[src/hw/rtl/fdp_pkg.sv]
`timescale 1ns / 1ps

package fdp_pkg;

  localparam int LANES  = 8;
  localparam int LANE_W = $clog2(LANES);
  localparam int FP_W   = 32;
  localparam int LEN_W  = 16;

  // The longest vector is 65535 elements, which the 16-bit length field
  // can never exceed, so no saturation logic is needed.
  localparam logic [LEN_W-1:0] MAX_LENGTH = 16'hFFFF;

  localparam logic [FP_W-1:0] FP_POS_ZERO     = 32'h0000_0000;
  localparam logic [FP_W-1:0] FP_QNAN_DEFAULT = 32'hFFC0_0000;
  localparam logic [FP_W-1:0] FP_QUIET_BIT    = 32'h0040_0000;

  // Per-item control, worked out when the item is accepted.
  typedef struct packed {
    logic              zero_k;     // first element of the vector
    logic              in_full;    // element belongs to a full group of eight
    logic              first_grp;  // element belongs to the first group
    logic              last_full;  // last element of the full groups
    logic              last;       // last element of the vector
    logic [LANE_W-1:0] lane;
  } item_ctl_t;

  typedef enum logic [1:0] {
    RED_IDLE,
    RED_PAIR,
    RED_QUAD,
    RED_FINAL
  } red_state_t;

endpackage

[src/hw/rtl/fdp_fadd.sv]
`timescale 1ns / 1ps

module fdp_fadd import fdp_pkg::*; (
  input  logic [FP_W-1:0] x,
  input  logic [FP_W-1:0] y,
  output logic [FP_W-1:0] sum
);

  logic        x_nan, y_nan, x_inf, y_inf, swap, subop;
  logic [31:0] big, sml;
  logic [7:0]  eb, es, d;
  logic [23:0] mb, ms;
  logic [26:0] ms_full, ms_al, sn;
  logic        st, g, rs, inc;
  logic [27:0] s;
  logic [4:0]  lz, lim, sh;
  logic [9:0]  er;
  logic [30:0] mag;

  always_comb begin
    x_nan = (x[30:23] == 8'hFF) && (x[22:0] != 23'd0);
    y_nan = (y[30:23] == 8'hFF) && (y[22:0] != 23'd0);
    x_inf = (x[30:23] == 8'hFF) && (x[22:0] == 23'd0);
    y_inf = (y[30:23] == 8'hFF) && (y[22:0] == 23'd0);

    swap = y[30:0] > x[30:0];
    big  = swap ? y : x;
    sml  = swap ? x : y;
    eb   = (big[30:23] == 8'd0) ? 8'd1 : big[30:23];
    es   = (sml[30:23] == 8'd0) ? 8'd1 : sml[30:23];
    mb   = {big[30:23] != 8'd0, big[22:0]};
    ms   = {sml[30:23] != 8'd0, sml[22:0]};
    d    = eb - es;

    // Align the smaller operand with guard, round and sticky bits.
    ms_full = {ms, 3'b000};
    if (d >= 8'd27) begin
      ms_al = 27'd0;
      st    = |ms;
    end else begin
      ms_al = ms_full >> d;
      st    = |(ms_full & ((27'd1 << d) - 27'd1));
    end
    ms_al[0] = ms_al[0] | st;

    subop = big[31] ^ sml[31];
    s = subop ? ({1'b0, mb, 3'b000} - {1'b0, ms_al})
              : ({1'b0, mb, 3'b000} + {1'b0, ms_al});

    lz = 5'd27;
    for (int i = 0; i < 27; i++) begin
      if (s[i]) lz = 5'(26 - i);
    end
    lim = 5'(eb - 8'd1 > 8'd27 ? 8'd27 : eb - 8'd1);
    sh  = (lz < lim) ? lz : lim;

    if (s[27]) begin
      sn = {s[27:2], s[1] | s[0]};
      er = {2'd0, eb} + 10'd1;
    end else begin
      sn = s[26:0] << sh;
      er = {2'd0, eb} - {5'd0, sh};
      if (!sn[26]) er = 10'd0;
    end

    g   = sn[2];
    rs  = sn[1] | sn[0];
    inc = g & (rs | sn[3]);
    mag = {er[7:0], sn[25:3]} + {30'd0, inc};

    if (x_nan) begin
      sum = x | FP_QUIET_BIT;
    end else if (y_nan) begin
      sum = y | FP_QUIET_BIT;
    end else if (x_inf && y_inf && (x[31] != y[31])) begin
      sum = FP_QNAN_DEFAULT;
    end else if (x_inf) begin
      sum = x;
    end else if (y_inf) begin
      sum = y;
    end else if (s == 28'd0) begin
      // Exact zero: negative only when both operands are negative.
      sum = {big[31] & sml[31], 31'd0};
    end else if (er >= 10'd255) begin
      sum = {big[31], 8'hFF, 23'd0};
    end else begin
      sum = {big[31], mag};
    end
  end

endmodule

[config.mk]
export PLATFORM = sky130hd
export DESIGN_NAME = fdp_fadd
export DESIGN_NICKNAME = d
export VERILOG_FILES = /design/src/hw/rtl/fdp_pkg.sv /design/src/hw/rtl/fdp_fadd.sv
export SDC_FILE = /design/constraint.sdc
export NUM_CORES = 1
export LEC_CHECK = 0
export ABC_AREA = 1
export CORE_ASPECT_RATIO = 2
export CORE_MARGIN = 1.5
export CORE_UTILIZATION = 35
export DETAILED_ROUTE_END_ITERATION = 6
export DONT_BUFFER_PORTS = 1
export GPL_ROUTABILITY_DRIVEN = 0
export GPL_TIMING_DRIVEN = 0
export PLACE_DENSITY = 0.46
export SETUP_SLACK_MARGIN = 0.1
export SYNTH_ARGS = -nofsm -noshare
export SYNTH_HDL_FRONTEND = slang
export SYNTH_SLANG_ARGS = --single-unit
[constraint.sdc]
create_clock -name vclk -period 45.5
set_input_delay 9.1 -clock vclk [all_inputs]
set_output_delay 9.1 -clock vclk [all_outputs]
set_load 0.02 [all_outputs]
Word-level counts from Yosys, hierarchy flattened:

Cells that the tools add are included.

* flip-flop bits (word level): 0
* bits of input ports: 64
* logic and storage cells: 90

* $add $sub $neg: 8
* $lt $le $gt $ge: 5
* equal/unequal tests: 3
* shift operators: 3
* mux-type cells: 46
* bitwise gates (word level): 8
* reduce and logical (&&, ||, !) cells: 17

Operator list (count)
* $mux 32: 8
* $mux 5: 28
* $logic_not 23->1: 2
* $reduce_bool 23->1: 2
* $add 31x1->31: 1
* $gt 31x31->1: 1
* $mux 31: 1
* $add 27x27->28: 1
* $logic_not 28->1: 1
* $mux 28: 1
* $sub 27x27->28: 1
* $and 27x27->27: 1
* $mux 27: 1
* $reduce_or 27->1: 1
* $shl 1x8->27 const A: 1
* $shl 27x5->27: 1
* $shr 27x8->27: 1
* $sub 27x1->27 const B: 1
* $mux 26: 1
* $reduce_or 24->1: 1
* $mux 10: 2
* $eq 8x8->1 const B: 2
* $logic_not 8->1: 2
* $mux 8: 2
* 15 further kinds: 26

Depth between registers and ports, before layout:

* depth in word-level cells: 55
* mapped depth: 103
* mapped depth without buffers: 97

Least setup slack after synthesis:

Ideal clock, no wire load.

* path kind: input to output
* start: input x[22]
* end: output sum[20]
* arrival time: 21.229 ns
* data required time: 36.400 ns
* setup slack: 15.171 ns
* stages: 96
* buffers on the path: 7
* path through: inv_1 -> ha_1 -> nand2_1 -> inv_2 -> a21oi_1 -> nand2_1 -> a21oi_1 -> nand2_4 -> nand2_4 -> buf_6 -> buf_6 -> clkbuf_1 -> o21ai_0 -> inv_1 -> nor2_1 -> nand4_1 -> nand2_1 -> inv_1 -> [... 60 more ...] -> buf_2 -> ha_1 -> a21oi_1 -> o21ai_0 -> a21o_1 -> a21oi_1 -> nand3_1 -> xor2_1 -> nand4_1 -> nand2_1 -> nand2_1 -> nor2_1 -> nand2_1 -> nand3b_4 -> buf_6 -> nor2_1 -> nand3_1 -> a21oi_1

* cells in the longest elaborated chain, start to end: 55

Ends and longest elaborated chain
* start: declaration: RTL line fdp_fadd.sv:4 `input logic [FP_W-1:0] x,`
* $gt 31x31->1: RTL line fdp_fadd.sv:26 `swap = y[30:0] > x[30:0];`
* $mux 32 (on tied branches): RTL line fdp_fadd.sv:27, fdp_fadd.sv:28
* $logic_not 8->1 (on tied branches): RTL line fdp_fadd.sv:29, fdp_fadd.sv:30
* $mux 8 (on tied branches): RTL line fdp_fadd.sv:29, fdp_fadd.sv:30
* $sub 8x8->8: RTL line fdp_fadd.sv:33 `d = eb - es;`
* $shl 1x8->27: RTL line fdp_fadd.sv:42 `st = |(ms_full & ((27'd1 << d) - 27'd1));`
* $sub 27x1->27: RTL line fdp_fadd.sv:42
* $and 27x27->27: RTL line fdp_fadd.sv:42
* [... 39 more ...]
* $add 31x1->31: RTL line fdp_fadd.sv:69 `mag = {er[7:0], sn[25:3]} + {30'd0, inc};`
* $mux 31: RTL line fdp_fadd.sv:84 `end else if (er >= 10'd255) begin`
* $mux 32: RTL line fdp_fadd.sv:81 `end else if (s == 28'd0) begin`
* $mux 32: RTL line fdp_fadd.sv:79 `end else if (y_inf) begin`
* $mux 32: RTL line fdp_fadd.sv:77 `end else if (x_inf) begin`
* $mux 32: RTL line fdp_fadd.sv:75 `end else if (x_inf && y_inf && (x[31] != y[31])) begin`
* $mux 32: RTL line fdp_fadd.sv:73 `end else if (y_nan) begin`
* $mux 32 *: RTL line fdp_fadd.sv:71 `if (x_nan) begin`
* end: declaration: RTL line fdp_fadd.sv:6 `output logic [FP_W-1:0] sum`

Every way passes the cells marked *; elsewhere a longest branch is shown, timed or not.

Worst setup path in the final report:

* start: input x[6]
* end: output sum[0]

The elaborated chain is that of the path after synthesis.

==> summary.md <==
| Metric | Value |
|---|---|
| Die area | `34330 um2` |
| Effective utilization at floorplan | `35.37%` |
| Post-CTS sizing | `0` |
| Commonest non-fill, non-tap cell in the layout | `nand2_1` |
| Slew Limit Headroom | `27.94%` |
| DR iter-0 viols | `1141` |
| Period Utilization, post-route | `76.67%` |
| # DRC | `0` |
| Mapped Cells | `2274` |
| Commonest non-fill, non-tap cells in the layout | `656 x nand2_1, 381 x nand3_1, 291 x inv_1` |
| CP Capture Type | `primary output` |
| Slowest CP cell | `a211oi_1` |
| Post-CTS setup repair buffer count | `0` |
| Seq Cell Count | `0` |
| CP Max Fanout | `11` |
| Power Density | `48.23 nW/um2` |
| Layout fillers | `3876` |
| Sequential share of the synthesized area | `0%` |
| Max frequency | `28.67 MHz` |
| PortBufs | `0` |
| Final wirelength | `63.20 mm` |
| Final std cell area, no fill | `12150 um2` |
| Pwr Total | `0.5858 mW` |
| Syn Std Cell Area | `11610 um2` |
| Largest net degree at the start of global routing | `12` |
| Max IR drop VDD | `19.16 uV` |
| Startpoint Class | `primary input` |
| WL per Instance | `23.36 um` |
| Pleak | `6.467 nW` |
| Mean Syn Cell Area | `5.104 um2` |
| DP Area | `12150 um2` |
| Layout cells sized above 1 | `7.212%` |
| FF/Latch Area | `0 um2` |
| Area delta synth->final | `4.657%` |
| Clock buffers | `0` |
| Max stage delay on crit path | `0.77 ns` |
| RSZ-0062 raised after global routing | `false` |
| Initial antenna violation count | `0` |
| Syn. warnings | `0` |
| Total gr overflow | `0` |
| Setup CP Type | `primary input to primary output` |
| Yosys cell types | `73` |
| Run status | `completed` |
| Vias | `15600` |
| Die width | `131.8 um` |
| Net Count, Synth | `2445` |
| Via/cell ratio | `5.765` |
| Hold Fails Final Rpt | `0` |
| Row count | `94` |
| WP data arrival | `25.78 ns` |
| Die Y | `260.5 um` |
| DP HPWL | `53.03 mm` |
| Detailed Routing Iterations Pass 1 | `7` |
| Final Util | `37.02%` |
| Hold Path Class | `primary input to primary output` |
| Core region area | `32810 um2` |
| Slew @ Worst Pin | `1.070 ns` |
| Routed Antenna Nets | `0` |
| Setup-failing EPs final | `0` |
| Global-route wire length before repair | `91.63 mm` |
| Fin Setup TNS | `0 ns` |
| Vias in the first global route | `14930` |
| Critical path's most frequent cell | `nand2_1` |
| Pins Over Slew Limit | `0` |
| Worst Path Required | `36.40 ns` |
| # diodes | `0` |
| Ports | `96` |
| Max-Cap Viols | `0` |
| Min Tclk post-route | `34.88 ns` |
| Global-route usage over all layers | `35.71%` |
| CTS Hold Bufs | `0` |
| # nets final | `2447` |
layer usage:
metal	global-route usage (%)	vias up	part of all wire [%]
li1	-	7477	-
met1	30.91	6955	30
met2	67.32	815	50
met3	7.032	353	7.0
met4	34.91	0	13
met5	0	-	0
worst max-delay path: cells and delay by family:
family | cells | cell delay (ns)
AO/OA/AOI/OAI | 10 | 3.13
XOR/XNOR | 2 | 0.64
adder cells (fa/ha/maj) | 7 | 2.24
buffers and inverters | 14 | 2.69
AND/OR/NAND/NOR | 55 | 7.99
synth_stat cells, types with 11 or more instances:
library cell  count  area [um2]
nand2_1         656        2462
nand3_1         381        1907
inv_1           291        1092
nor2_1          216       810.8
ha_1            104        1301
a21oi_1         102       510.5
o21ai_0          86       430.4
nand4_1          61       381.6
clkbuf_1         30       112.6
xor2_1           27       236.5
inv_2            21       78.83
buf_2            20       100.1
nor3_1           19       95.09
nor2_2           17       106.4
o21ai_1          17       85.08
nand2_2          16       100.1
nand3_2          15       150.1
o21ai_2          14       122.6
nor4_1           12       75.07
and2_1           11       68.82
final timing paths:
check,cells past startpoint,endpoint,slack [ns],from
setup / recovery,88,sum[0],10.62,x[6]
hold / removal,2,sum[5],18.41,x[5]
area by class of cell:
class	instances	area, um2	share of cell area, %
multi-input cells	1876	9977	82.13
plain buffers	79	430.4	3.543
inverters	319	1200	9.877
well taps	432	540.5	4.449
kinds of logic after synthesis:
logic type / count (synthesis) / share of synthesized area (%)
compound gates: 281 / 14.49
fa+ha+maj: 107 / 11.73
buf+inv: 398 / 14.05
simple gates: 1450 / 56.70
xor+xnor: 37 / 2.921
mux: 1 / 0.1185
report_power, final:
group / switching, mW / leakage [nW] / internal (mW) / total [mW]
clock: 0 / 0 / 0 / 0
combinational: 0.432 / 6.47 / 0.153 / 0.586
sequential: 0 / 0 / 0 / 0
metrics by stage:
stage	instances	hold WS (ns)	worst slack (ns)
5_1_grt	2706	18.42	9.230
4_1_cts	2706	18.40	10.94
6_report	2706	18.41	10.62
2_1_floorplan	2274	18.38	15.17
3_5_place_dp	2706	18.40	11.02
3_3_place_gp	2706	18.40	11.06
(Power assumes the default switching activity.)
