`config.mk`:
```
export PLATFORM = sky130hd
export DESIGN_NAME = fdp_fmul
export DESIGN_NICKNAME = d
export VERILOG_FILES = /design/src/hw/rtl/fdp_pkg.sv /design/src/hw/rtl/fdp_fmul.sv
export SDC_FILE = /design/constraint.sdc
export NUM_CORES = 2
export LEC_CHECK = 0
export BUFFER_PORTS_ARGS = -buffer_cell sky130_fd_sc_hd__buf_2
export CELL_PAD_IN_SITES_DETAIL_PLACEMENT = 1
export CELL_PAD_IN_SITES_GLOBAL_PLACEMENT = 1
export CORE_AREA = 2 2 282 340
export DETAILED_ROUTE_END_ITERATION = 8
export DIE_AREA = 0 0 284 342
export GPL_ROUTABILITY_DRIVEN = 1
export PLACE_DENSITY_LB_ADDON = 0.1
export REMOVE_ABC_BUFFERS = 1
export SETUP_SLACK_MARGIN = 0.02
export SLEW_MARGIN = 40
export SYNTH_ARGS = -nofsm -noshare
export SYNTH_HDL_FRONTEND = slang
export SYNTH_SLANG_ARGS = --single-unit
```
`constraint.sdc`:
```
create_clock -name vclk -period 32.5
set_input_delay 8.125 -clock vclk [all_inputs]
set_output_delay 8.125 -clock vclk [all_outputs]
set_load 0.1 [all_outputs]
```
`src/hw/rtl/fdp_pkg.sv`:
```
`timescale 1ns / 1ps

package fdp_pkg;

  localparam int LANES  = 8;
  localparam int LANE_W = $clog2(LANES);
  localparam int FP_W   = 32;
  localparam int LEN_W  = 16;

  // The longest vector is 65535 elements, which the 16-bit length field
  // can never exceed, so no saturation logic is needed.
  localparam logic [LEN_W-1:0] MAX_LENGTH = 16'hFFFF;

  localparam logic [FP_W-1:0] FP_POS_ZERO     = 32'h0000_0000;
  localparam logic [FP_W-1:0] FP_QNAN_DEFAULT = 32'hFFC0_0000;
  localparam logic [FP_W-1:0] FP_QUIET_BIT    = 32'h0040_0000;

  // Per-item control, worked out when the item is accepted.
  typedef struct packed {
    logic              zero_k;     // first element of the vector
    logic              in_full;    // element belongs to a full group of eight
    logic              first_grp;  // element belongs to the first group
    logic              last_full;  // last element of the full groups
    logic              last;       // last element of the vector
    logic [LANE_W-1:0] lane;
  } item_ctl_t;

  typedef enum logic [1:0] {
    RED_IDLE,
    RED_PAIR,
    RED_QUAD,
    RED_FINAL
  } red_state_t;

endpackage

```
`src/hw/rtl/fdp_fmul.sv`:
```
`timescale 1ns / 1ps

module fdp_fmul import fdp_pkg::*; (
  input  logic [FP_W-1:0] x,
  input  logic [FP_W-1:0] y,
  output logic [FP_W-1:0] prod
);

  logic               x_nan, y_nan, x_inf, y_inf, x_zero, y_zero, sgn;
  logic [7:0]         ex, ey, ef;
  logic [23:0]        mx, my, mant;
  logic [47:0]        p, q, qs, lost_mask;
  logic [5:0]         lz, r_c;
  logic signed [11:0] e, en, r;
  logic               g, st, inc;
  logic [30:0]        mag;

  always_comb begin
    x_nan  = (x[30:23] == 8'hFF) && (x[22:0] != 23'd0);
    y_nan  = (y[30:23] == 8'hFF) && (y[22:0] != 23'd0);
    x_inf  = (x[30:23] == 8'hFF) && (x[22:0] == 23'd0);
    y_inf  = (y[30:23] == 8'hFF) && (y[22:0] == 23'd0);
    x_zero = (x[30:0] == 31'd0);
    y_zero = (y[30:0] == 31'd0);
    sgn    = x[31] ^ y[31];

    ex = (x[30:23] == 8'd0) ? 8'd1 : x[30:23];
    ey = (y[30:23] == 8'd0) ? 8'd1 : y[30:23];
    mx = {x[30:23] != 8'd0, x[22:0]};
    my = {y[30:23] != 8'd0, y[22:0]};
    p  = mx * my;

    lz = 6'd47;
    for (int i = 0; i < 48; i++) begin
      if (p[i]) lz = 6'(47 - i);
    end
    q = p << lz;

    e  = $signed({4'd0, ex}) + $signed({4'd0, ey}) - 12'sd127;
    en = e + 12'sd1 - $signed({6'd0, lz});
    r  = 12'sd1 - en;
    r_c = (r > 12'sd48) ? 6'd48 : r[5:0];

    qs        = q;
    lost_mask = 48'd0;
    ef        = en[7:0];
    if (en < 12'sd1) begin
      // Result is subnormal: shift right, keeping the lost bits as sticky.
      qs        = q >> r_c;
      lost_mask = (48'd1 << r_c) - 48'd1;
      ef        = 8'd0;
    end
    mant = qs[47:24];
    g    = qs[23];
    st   = (|qs[22:0]) | (|(q & lost_mask));
    inc  = g & (st | mant[0]);
    mag  = {ef, mant[22:0]} + {30'd0, inc};

    if (x_nan) begin
      prod = x | FP_QUIET_BIT;
    end else if (y_nan) begin
      prod = y | FP_QUIET_BIT;
    end else if ((x_inf && y_zero) || (y_inf && x_zero)) begin
      prod = FP_QNAN_DEFAULT;
    end else if (x_inf || y_inf) begin
      prod = {sgn, 8'hFF, 23'd0};
    end else if (x_zero || y_zero) begin
      prod = {sgn, 31'd0};
    end else if (en >= 12'sd255) begin
      prod = {sgn, 8'hFF, 23'd0};
    end else begin
      prod = {sgn, mag};
    end
  end

endmodule

```
**Word level (Yosys, flattened, before mapping)**

Index checks and enable logic that the tools add are counted.

- $lt $le $gt $ge: 3
- Muxes and demuxes: 59
- Bitwise gates (word level): 5
- Add/subtract/negate cells: 7
- Shifts and indexed selects: 3
- Equal/unequal tests: 2
- $mul: 1
- Reductions and logical operators: 21

Operators with widths:

| operator | count |
|---|---|
| 2-to-1 mux 6 bit | 45 |
| 2-to-1 mux 32 bit | 3 |
| 2-to-1 mux 31 bit | 3 |
| zero test 31 bit | 2 |
| AND 48 bit | 1 |
| multiplier 24 x 24 -> 48 bit | 1 |
| 2-to-1 mux 48 bit | 1 |
| OR reduction 48 bit | 1 |
| left shift 1 x 6 -> 48 bit, first input constant | 1 |
| left shift 48 x 6 -> 48 bit | 1 |
| >> shifter 48 x 6 -> 47 bit | 1 |
| subtractor 48 x 1 -> 48 bit, second input constant | 1 |
| 2-to-1 mux 47 bit | 1 |
| zero test 23 bit | 2 |
| nonzero test 23 bit | 2 |
| adder 31 x 1 -> 31 bit | 1 |
| 2-to-1 mux 8 bit | 3 |
| OR reduction 23 bit | 1 |
| == test 8 bit, second input constant | 2 |
| zero test 8 bit | 2 |
| nonzero test 8 bit | 2 |
| greater-or-equal comparator 12 x 9 -> 1 bit, second input constant | 1 |
| greater-than comparator 12 x 7 -> 1 bit, second input constant | 1 |
| less-than comparator 12 x 2 -> 1 bit, second input constant | 1 |
| 12 further kinds | 21 |

- Output and inout port bits: 32
- Bits of input ports: 64
- Bits in registers: 0

**Depth between registers and ports, before layout**

- Depth after elaboration: 68
- Mapped depth: 69

**Worst setup path after synthesis**

Ideal clock, no wire load.

- Path kind: input to output
- Start point: in x[27]
- End point: out prod[0]
- Data arrival time: 23.742 ns
- Stages on the path: 64
- Data required time: 24.375 ns
- Path slack: 0.633 ns
- Path through: nor4_1 nand2_1 clkbuf_1 and2_1 fa_1 inv_1 fa_1 fa_1 fa_1 fa_1 fa_1 fa_1 inv_1 ha_1 buf_2 a21oi_1 nand2_1 or4b_1 [28 not listed] buf_1 nor2_1 nand3_1 ha_1 inv_1 a31oi_1 o311ai_0 o311ai_0 nand2_1 o2111ai_1 o21ai_0 o211ai_1 nor4_1 a21oi_1 a21oi_1 nand3_1 o31ai_1 a31oi_1

- Cells in the longest elaborated chain, start to end: 46

Ends and longest elaborated chain:

| item | RTL line | source |
|---|---|---|
| start: declaration | fdp_fmul.sv:4 | `input logic [FP_W-1:0] x,` |
| nonzero test 8 bit | fdp_fmul.sv:29 | `mx = {x[30:23] != 8'd0, x[22:0]};` |
| multiplier 24 x 24 -> 48 bit | fdp_fmul.sv:31 | `p = mx * my;` |
| 2-to-1 mux 6 bit (25 in series) | fdp_fmul.sv:35 | `if (p[i]) lz = 6'(47 - i);` |
| subtractor 11 x 7 -> 12 bit | fdp_fmul.sv:40 | `en = e + 12'sd1 - $signed({6'd0, lz});` |
| subtractor 2 x 12 -> 12 bit | fdp_fmul.sv:41 | `r = 12'sd1 - en;` |
| greater-than comparator 12 x 7 -> 1 bit | fdp_fmul.sv:42 | `r_c = (r > 12'sd48) ? 6'd48 : r[5:0];` |
| 2-to-1 mux 6 bit | fdp_fmul.sv:42 |  |
| left shift 1 x 6 -> 48 bit | fdp_fmul.sv:50 | `lost_mask = (48'd1 << r_c) - 48'd1;` |
| [6 not listed] | n/a |  |
| AND 1 bit | fdp_fmul.sv:56 | `inc = g & (st \| mant[0]);` |
| adder 31 x 1 -> 31 bit | fdp_fmul.sv:57 | `mag = {ef, mant[22:0]} + {30'd0, inc};` |
| 2-to-1 mux 31 bit | fdp_fmul.sv:69 | `end else if (en >= 12'sd255) begin` |
| 2-to-1 mux 31 bit | fdp_fmul.sv:67 | `end else if (x_zero \|\| y_zero) begin` |
| 2-to-1 mux 31 bit | fdp_fmul.sv:65 | `end else if (x_inf \|\| y_inf) begin` |
| 2-to-1 mux 32 bit | fdp_fmul.sv:63 | `end else if ((x_inf && y_zero) \|\| (y_inf && x_zero)) begin` |
| 2-to-1 mux 32 bit | fdp_fmul.sv:61 | `end else if (y_nan) begin` |
| 2-to-1 mux 32 bit * | fdp_fmul.sv:59 | `if (x_nan) begin` |
| end: declaration | fdp_fmul.sv:6 | `output logic [FP_W-1:0] prod` |

Every way passes the cells marked *; elsewhere a longest branch is shown, timed or not.

**Final worst setup path**

- Start point: in x[18]
- End point: out prod[21]

- Cells in the longest elaborated chain, start to end: 50

Ends and longest elaborated chain:

| item | RTL line |
|---|---|
| multiplier 24 x 24 -> 48 bit | fdp_fmul.sv:31 |
| 2-to-1 mux 6 bit (30 in series) | fdp_fmul.sv:35 |
| subtractor 11 x 7 -> 12 bit | fdp_fmul.sv:40 |
| subtractor 2 x 12 -> 12 bit | fdp_fmul.sv:41 |
| greater-than comparator 12 x 7 -> 1 bit | fdp_fmul.sv:42 |
| 2-to-1 mux 6 bit | fdp_fmul.sv:42 |
| left shift 1 x 6 -> 48 bit | fdp_fmul.sv:50 |
| subtractor 48 x 1 -> 48 bit | fdp_fmul.sv:50 |
| [5 not listed] | n/a |
| AND 1 bit | fdp_fmul.sv:56 |
| adder 31 x 1 -> 31 bit | fdp_fmul.sv:57 |
| 2-to-1 mux 31 bit | fdp_fmul.sv:69 |
| 2-to-1 mux 31 bit | fdp_fmul.sv:67 |
| 2-to-1 mux 31 bit | fdp_fmul.sv:65 |
| 2-to-1 mux 32 bit | fdp_fmul.sv:63 |
| 2-to-1 mux 32 bit | fdp_fmul.sv:61 |
| 2-to-1 mux 32 bit * | fdp_fmul.sv:59 |

Marks and branches as above.

==> impl_metrics.json <==
{
  "status": "finished, final reports clean",
  "final_cell_mix": "inv_1, and2_1, fa_1, nand2_1, nor2_1",
  "crit_fanout": 43,
  "synth_area_mm2": 0.0326,
  "yosysUniqueCellTypes": 117,
  "final-seq-area_um2": 0,
  "fin_crit_sh": 0.976,
  "antenna_found_initial": 2,
  "crit_path_start_kind": "primary input",
  "rows": 124,
  "die_area_mm2": 0.0971,
  "drive_gt1_frac": 0.0952,
  "slew_violations": 0,
  "cts_hold_buffers": 0,
  "grt_pass1_wl_um": 234000,
  "final_nets": 5000,
  "via_per_inst": 6.02,
  "drt-total-wl_um": 155000,
  "drc": 0,
  "diodes": 0,
  "drtIter0Drc": 2331,
  "worst_hold_slack_ns": 16.82,
  "grt_max_degree": 59,
  "routabilityCongestion": 0.987,
  "globalRouteTotalUtil": 0.316,
  "setup_viol": 0,
  "maxCapViolations": 0,
  "path_common_cell": "fa_1",
  "grt_setup_unrepaired": "false",
  "vias": 33100,
  "path_class": "in -> out",
  "worst_pin_slew_ns": 0.957,
  "place_hpwl_um": 126000,
  "slowest_stage": "o21ai_0",
  "report.final.hold_viol_count": 0,
  "syn_avg_cell_area_um2": 7.58,
  "grt.overflow.total": 0,
  "endpoint_kind": "output port",
  "nClkBuffers": 0,
  "port_buffers": 96,
  "die_y_um": 342,
  "area_delta_synth_final_pct": 8.12,
  "arrival_ns": 23.58,
  "min_period_ns": 31.70,
  "fillers": 11700,
  "dp.cells": 5500,
  "totalNegativeSetupSlack_ns": 0,
  "dr.pass1.iters": 5,
  "antenna_left": 0,
  "grt_pass1_vias": 35100,
  "slew_headroom": 0.359,
  "synthCells": 4293,
  "min_path_type": "in -> out",
  "cp.required_ns": 24.37,
  "avgRoutedWirePerCell_um": 28.3,
  "crit_path_max_incr_delay_ns": 0.66,
  "start_util": 0.345,
  "final_common_cell": "inv_1",
  "chipWidth_um": 284,
  "core_mm2": 0.0943,
  "yosys_warnings": 0,
  "max_freq_mhz": 31.5,
  "fin_cells": 5503,
  "num_io_pins": 96,
  "nFlopsAndLatches": 0,
  "seq_area_frac_synth": 0
}
-- cell families (layout without fill, tap and decap cells) --
logic type	count (synthesis)	in the layout	synth area share
AO/OA/AOI/OAI	1029	1029	0.220
adder cells (fa/ha/maj)	692	692	0.377
XOR/XNOR	93	93	0.0250
AND/OR/NAND/NOR	1574	1574	0.258
multiplexers	44	44	0.0140
buffers and inverters	861	811	0.105
-- cell type report --
| type | instances | area, µm² | area share |
|---|---|---|---|
| well taps | 1260 | 1580 | 0.0448 |
| multi-input cells | 3432 | 29500 | 0.838 |
| inverters | 578 | 2170 | 0.0616 |
| repair buffers | 233 | 1970 | 0.0561 |
-- path summary, 6_finish.rpt --
check | startpoint | endpoint | slack (ns) | cells past startpoint
worst max-delay path | x[18] | prod[21] | 0.80 | 54
worst min-delay path | y[31] | prod[31] | 16.82 | 5
-- metal layers --
metal	GRT usage	share of wire	wire [µm]
met5	0	0.000090	14
met4	0.142	0.056	8680
met3	0.0224	0.044	6810
met2	0.554	0.49	76000
met1	0.397	0.41	64000
-- critical path, delay by kind of cell --
family / cells / cell delay (ns)
adder cells (fa/ha/maj): 11 / 5.08
XOR/XNOR: 3 / 0.37
AO/OA/AOI/OAI: 16 / 4.71
AND/OR/NAND/NOR: 10 / 2.96
multiplexers: 2 / 0.31
buffers and inverters: 12 / 1.90
-- through the flow --
step	setup slack, ns	utilization	cell area, µm²
after floorplan	-1.48	-	31300
after global placement	0.114	0.369	34800
after detailed placement	0.303	0.371	35000
after CTS	0.204	0.371	35000
after global routing	0.0296	0.373	35200
final	0.795	0.373	35200
-- repair_timing --
action                                  CTS  global route
hold endpoints to repair                  0             0
setup buffers                             0             2
gates resized for setup                   0            42
endpoints found under the setup margin    0            30
-- Yosys cell counts (all sizes together) (20+ instances only) --
| library cell | n | area, µm² |
|---|---|---|
| nand3 | 115 | 581 |
| nand4 | 46 | 325 |
| a221oi | 32 | 305 |
| inv | 577 | 2170 |
| o31ai | 28 | 215 |
| o2111ai | 24 | 210 |
| mux2i | 34 | 344 |
| ha | 207 | 2590 |
| a31oi | 46 | 300 |
| nor4 | 56 | 384 |
| xnor2 | 58 | 508 |
| fa | 484 | 9690 |
| a22oi | 37 | 278 |
| o21ai | 181 | 913 |
| and2 | 528 | 3300 |
| xor2 | 35 | 307 |
| o221ai | 20 | 181 |
| o211ai | 113 | 863 |
| a211oi | 51 | 413 |
| a21oi | 217 | 1130 |
| buf | 79 | 483 |
| nor2 | 245 | 937 |
| or2 | 24 | 150 |
| o22ai | 52 | 332 |
| clkbuf | 204 | 767 |
| nor3 | 117 | 623 |
| o21a | 27 | 204 |
| nand2b | 23 | 144 |
| nand2 | 325 | 1250 |
| or3 | 20 | 125 |
| a21o | 24 | 180 |
Power is not shown: default switching activity piles up to over one toggle a cycle in this logic, so the estimate is an artifact.
